--- config.mk ---
export PLATFORM = sky130hd
export DESIGN_NAME = lprl_cell
export DESIGN_NICKNAME = d
export VERILOG_FILES = /design/src/hdl/longest_prefix_route_lookup_defines.svh /design/src/hdl/lprl_pkg.sv /design/src/hdl/lprl_cell.sv
export SDC_FILE = /design/constraint.sdc
export NUM_CORES = 1
export LEC_CHECK = 0
export BUFFER_PORTS_ARGS = -buffer_cell sky130_fd_sc_hd__buf_2
export CORE_MARGIN = 2
export CORE_UTILIZATION = 35
export CTS_BUF_LIST = sky130_fd_sc_hd__clkbuf_8
export CTS_CLUSTER_SIZE = 24
export DETAILED_ROUTE_END_ITERATION = 12
export PLACE_DENSITY = 0.59
export SYNTH_ARGS = -nofsm -noshare
export SYNTH_HDL_FRONTEND = slang
export SYNTH_SLANG_ARGS = --single-unit
--- constraint.sdc ---
create_clock -name clk -period 17.37 [get_ports clk]
set_input_delay 2.6055 -clock clk [delete_from_list [all_inputs] [get_ports clk]]
set_output_delay 2.6055 -clock clk [all_outputs]
set_load 0.01 [all_outputs]
--- src/hdl/longest_prefix_route_lookup_defines.svh ---
// ---------------------------------------------------------------------------
// longest_prefix_route_lookup_defines.svh
// Assertion macros for the route lookup block; empty under synthesis.
// ---------------------------------------------------------------------------
`ifndef LONGEST_PREFIX_ROUTE_LOOKUP_DEFINES_SVH
`define LONGEST_PREFIX_ROUTE_LOOKUP_DEFINES_SVH

`ifndef SYNTHESIS
// condition holds at every edge out of reset
`define LPRL_ASSERT_ALWAYS(label, clk, rst, cond) \
  label: assert property (@(posedge clk) disable iff (rst) (cond)) \
    else $error("assertion failed");
// consequent holds in the cycle after the antecedent
`define LPRL_ASSERT_NEXT(label, clk, rst, ante, cons) \
  label: assert property (@(posedge clk) disable iff (rst) (ante) |=> (cons)) \
    else $error("assertion failed");
`else
`define LPRL_ASSERT_ALWAYS(label, clk, rst, cond)
`define LPRL_ASSERT_NEXT(label, clk, rst, ante, cons)
`endif

`endif

--- src/hdl/lprl_pkg.sv ---
// ---------------------------------------------------------------------------
// lprl_pkg
// Shared types and constants of the longest-prefix route lookup chain.
// ---------------------------------------------------------------------------
`timescale 1ns / 1ps
`default_nettype none

package lprl_pkg;

  localparam int DEFAULT_TABLE_DEPTH = 64;
  localparam int DEFAULT_PORT_BITS   = 4;
  localparam int ADDR_W              = 32;
  localparam int PORT_W              = 4;

  localparam logic MODE_LOAD   = 1'b0;
  localparam logic MODE_LOOKUP = 1'b1;

  // one item traveling down the cell chain
  typedef struct packed {
    logic              valid;
    logic              mode;
    logic              full;       // load dropped, table already full
    logic [ADDR_W-1:0] prefix;
    logic [ADDR_W-1:0] mask;
    logic [ADDR_W-1:0] hop;
    logic [PORT_W-1:0] port;
    logic [ADDR_W-1:0] dest;
    logic              found;
    logic [ADDR_W-1:0] best_mask;
    logic [ADDR_W-1:0] best_hop;
    logic [PORT_W-1:0] best_port;
  } tok_t;

endpackage

`default_nettype wire

--- src/hdl/lprl_cell.sv ---
// ---------------------------------------------------------------------------
// lprl_cell
// One route entry of the chain: captures its load, scores passing lookups.
// ---------------------------------------------------------------------------
`timescale 1ns / 1ps
`default_nettype none

module lprl_cell #(
  parameter int CELL_INDEX = 0,
  parameter int SLOT_W     = 7,
  parameter int PORT_BITS  = lprl_pkg::DEFAULT_PORT_BITS
) (
  input  wire              clk,
  input  wire              rst,
  input  wire              en,
  input  lprl_pkg::tok_t   tok_in,
  input  wire [SLOT_W-1:0] slot_in,
  output lprl_pkg::tok_t   tok_out,
  output logic [SLOT_W-1:0] slot_out
);

  localparam int SW = (PORT_BITS < lprl_pkg::PORT_W) ? PORT_BITS : lprl_pkg::PORT_W;
  localparam logic [SLOT_W-1:0] MY_SLOT = SLOT_W'(CELL_INDEX);

  logic [lprl_pkg::ADDR_W-1:0] prefix;
  logic [lprl_pkg::ADDR_W-1:0] mask;
  logic [lprl_pkg::ADDR_W-1:0] hop;
  logic [SW-1:0]               port;

  logic           do_load;
  logic           hit;
  lprl_pkg::tok_t tok_next;

  // slot is the write target for a load, the table count for a lookup
  assign do_load = tok_in.valid && (tok_in.mode == lprl_pkg::MODE_LOAD) &&
                   !tok_in.full && (slot_in == MY_SLOT);

  assign hit = tok_in.valid && (tok_in.mode == lprl_pkg::MODE_LOOKUP) &&
               (MY_SLOT < slot_in) && ((tok_in.dest & mask) == prefix) &&
               (!tok_in.found || (mask > tok_in.best_mask));

  always_comb begin
    tok_next = tok_in;
    if (hit) begin
      tok_next.found     = 1'b1;
      tok_next.best_mask = mask;
      tok_next.best_hop  = hop;
      tok_next.best_port = lprl_pkg::PORT_W'(port);
    end
  end

  always_ff @(posedge clk) begin
    if (en && do_load) begin
      prefix <= tok_in.prefix;
      mask   <= tok_in.mask;
      hop    <= tok_in.hop;
      port   <= tok_in.port[SW-1:0];
    end
  end

  // only the valid bit is reset; the payload follows it
  always_ff @(posedge clk) begin
    if (rst) begin
      tok_out.valid <= 1'b0;
    end else if (en) begin
      tok_out.valid <= tok_in.valid;
    end
    if (en) begin
      tok_out.mode      <= tok_next.mode;
      tok_out.full      <= tok_next.full;
      tok_out.prefix    <= tok_next.prefix;
      tok_out.mask      <= tok_next.mask;
      tok_out.hop       <= tok_next.hop;
      tok_out.port      <= tok_next.port;
      tok_out.dest      <= tok_next.dest;
      tok_out.found     <= tok_next.found;
      tok_out.best_mask <= tok_next.best_mask;
      tok_out.best_hop  <= tok_next.best_hop;
      tok_out.best_port <= tok_next.best_port;
      slot_out          <= slot_in;
    end
  end

endmodule

`default_nettype wire

==> impl_metrics.py <==
metrics = {
    "outcome": {
        "status": "finished clean",
    },
    "sta": {
        "slew_violations": 0,
        "setup_viol": 0,
        "min_period_ns": 5.83,
        "tightest_slew_ns": 0.986,
        "slew_headroom": 0.342,
        "finalHoldViolations": 0,
        "fin_crit_sh": 0.336,
        "rsz0062_at_grt": "false",
        "whs_ns": 0.479,
        "fmax_ghz": 0.171,
        "finalSetupTns_ns": 0,
        "finClkSkew_ns": 0.0142,
    },
    "worst_setup_path": {
        "cpPeakStageDelay_ns": 0.71,
        "critical_path.reg2reg.startpoint": "mask[7]",
        "r2r_cells": 8,
        "cp_slowest_cell": "buf_4",
        "start_kind": "input pin",
        "rrSetupSlack_ns": 13.15,
        "crit_path_end_kind": "flip-flop",
        "path_class": "input pin to flip-flop",
        "cp_max_fo": 53,
        "crit_chain": "buf_2 -> inv_1 -> ha_1 -> nand4_1 -> nor4_1 -> o21ai_1 -> o41a_2 -> o2111ai_4 -> buf_4 -> mux2_2",
        "critical_path_required_ns": 17.69,
        "arrival_ns": 6.15,
        "timing.rr.end": "tok_out[41]",
    },
    "finish": {
        "regArea_um2": 9330,
        "layout-drive-gt1-share": 0.514,
        "fill_cells": 2955,
        "layout_common_cells": "buf_2, edfxtp_1, clkbuf_8",
        "final_cells": 1546,
        "final_nets": 1309,
        "mostFrequentLayoutCell": "buf_2",
        "multi_input_area_um2": 2090,
        "final_util": 0.470,
        "final_cell_area_um2": 15300,
        "areaGrowthSynthToFinish_pct": 32.1,
    },
    "logic_synthesis": {
        "yosysSeqAreaShare": 0.806,
        "ys_warn_count": 0,
        "netlist_top_cells_area": "edfxtp_1, mux2_2, ha_1",
        "synth_edf_count": 310,
        "yosys.cell_types.count": 36,
        "synthArstFlopShare": 0,
        "synth.cell_area_um2": 11600,
        "synth_ff_type": "edfxtp_1",
        "synth_cells": 587,
        "synth_nets": 833,
        "ys_ff_latch": 311,
        "avgSynthCellArea_um2": 19.7,
        "synth_top_area_cell": "edfxtp_1",
        "synth_top_area_share": 0.804,
    },
    "power": {
        "power_switching_share": 0.220,
        "seq_power_share": 0.535,
        "p_leak_uw": 0.00635,
        "cellPowerDensity_nw_per_um2": 107,
        "p_sw_uw": 360,
        "ir_worst_vdd_v": 0.0000715,
        "comb_power_share": 0.074,
        "p_int_uw": 1280,
        "power_frac_clock": 0.391,
    },
    "clock_tree": {
        "clockRootBuffer": "clkbuf_8",
        "cts.hold.buffers_added": 0,
        "tritoncts": "done",
        "htree_levels": 2,
        "cts_max_path_buffers": 3,
        "cts_resized": 0,
        "cts_setup_buffers": 0,
        "clk_latency_ns": 0.57,
        "cts_sinks": 311,
        "path_clk_slew_ns": 0.06,
        "numCtsBuffers": 51,
    },
    "hold_path": {
        "hold_path_depth": 2,
        "hold_path_end": "tok_out[203]",
        "hold_path.class": "flip-flop to flip-flop",
        "min-delay-start": "tok_out[203]",
    },
    "flow_run": {
        "cap_violations": 0,
    },
    "detailed_routing": {
        "vias": 6923,
        "first_pass_iters": 4,
        "finalWirelength_um": 30000,
        "vias_per_cell": 4.48,
        "wl_per_cell_um": 19.4,
        "ant_nets": 0,
        "drtIter0Drc": 281,
        "drc": 0,
    },
    "die": {
        "dieArea_um2": 34600,
        "die_y_um": 186,
        "initial_core_util": 0.356,
        "fp-row-count": 66,
        "die_w_um": 186,
        "coreArea_um2": 32500,
        "ioPinCount": 425,
    },
    "placed_design": {
        "place_hpwl_um": 22100,
        "globalplace.congestion": 0.792,
        "placed_area_um2": 14300,
        "port_buffers": 424,
        "placedCellCount": 1452,
    },
    "global_routing": {
        "grt-ovfl-total": 0,
        "grt_use_met2": 0.295,
        "antenna_found_initial": 6,
        "met1_usage": 0.185,
        "top_usage_layer": "met2",
        "grt_pass1_vias": 7197,
        "grt_usage": 0.167,
        "grt_pass1_wl_um": 42100,
        "met3_usage": 0.0632,
        "grt_max_degree": 72,
    },
}
how the worst max path moves through the flow:
stage / start / end / cells past startpoint
after CTS: tok_in[43] / tok_out[35] / 10
after floorplan: slot_in[2] / hop[0] / 3
after global routing: tok_in[50] / tok_out[45] / 10
after detailed placement: tok_in[43] / tok_out[21] / 10
final: tok_in[43] / tok_out[41] / 10
after global placement: tok_in[43] / tok_out[29] / 10
flip-flops by register name, indices dropped and copies added (netlist names):
| signal | count |
|---|---|
| tok_out | 204 |
| hop | 32 |
| slot_out | 7 |
| port | 4 |
| mask | 32 |
| prefix | 32 |
through the flow:
step	total power (uW)	setup slack, ns
finish	1640	11.54
global route	1700	11.34
CTS	1660	11.58
detailed placement	1010	10.95
global placement	1010	11.03
floorplan	930	4.17
Yosys cell counts, drive strengths merged (3+ instances only):
| cell type | n |
|---|---|
| ha | 32 |
| xor2 | 28 |
| inv | 34 |
| o21ai | 3 |
| nand2 | 41 |
| mux2 | 68 |
| nor4 | 5 |
| edfxtp | 310 |
| nand3 | 4 |
| nand4 | 16 |
| buf | 7 |
| a21oi | 14 |
worst max-delay path, delay by kind of cell:
family                     cells  cell delay, ns
buffers and inverters          3            0.82
AOI/OAI and AO/OA              3            0.98
and+or+nand+nor                2            0.89
muxes                          1            0.42
adders and majority gates      1            0.31
layer usage:
layer,share of wire,vias up
li1,-,3240
met1,0.37,3303
met2,0.51,324
met3,0.097,50
met4,0.022,6
met5,0.0014,-
final cells by class:
class / instances / area share
Inverter: 34 / 0.00834
Multi-Input combinational cell: 235 / 0.136
Tap cell: 442 / 0.0362
Sequential cell: 311 / 0.610
Clock buffer: 53 / 0.0477
Timing Repair Buffer: 430 / 0.142
Antenna cell: 3 / 0.000491
Clock inverter: 38 / 0.0187
logic make-up (layout without fill, tap and decap cells):
kind of cell,after synthesis,count (layout),synth area share
compound gates,32,32,0.0188
xor+xnor,29,29,0.0219
fa+ha+maj,32,32,0.0346
buf+inv,41,555,0.0157
flops,311,311,0.806
mux,68,68,0.0726
other cells,0,3,0
simple gates,74,74,0.0308
power groups by stage:
| stage | clock network (uW) | registers, uW | logic [uW] |
|---|---|---|---|
| after global routing | 690 | 878 | 132 |
| after floorplan | 0 | 912 | 18.5 |
| after CTS | 661 | 876 | 123 |
| after detailed placement | 0 | 891 | 123 |
| final | 639 | 875 | 121 |
| after global placement | 0 | 890 | 121 |
Power figures use the tool's default switching activity.
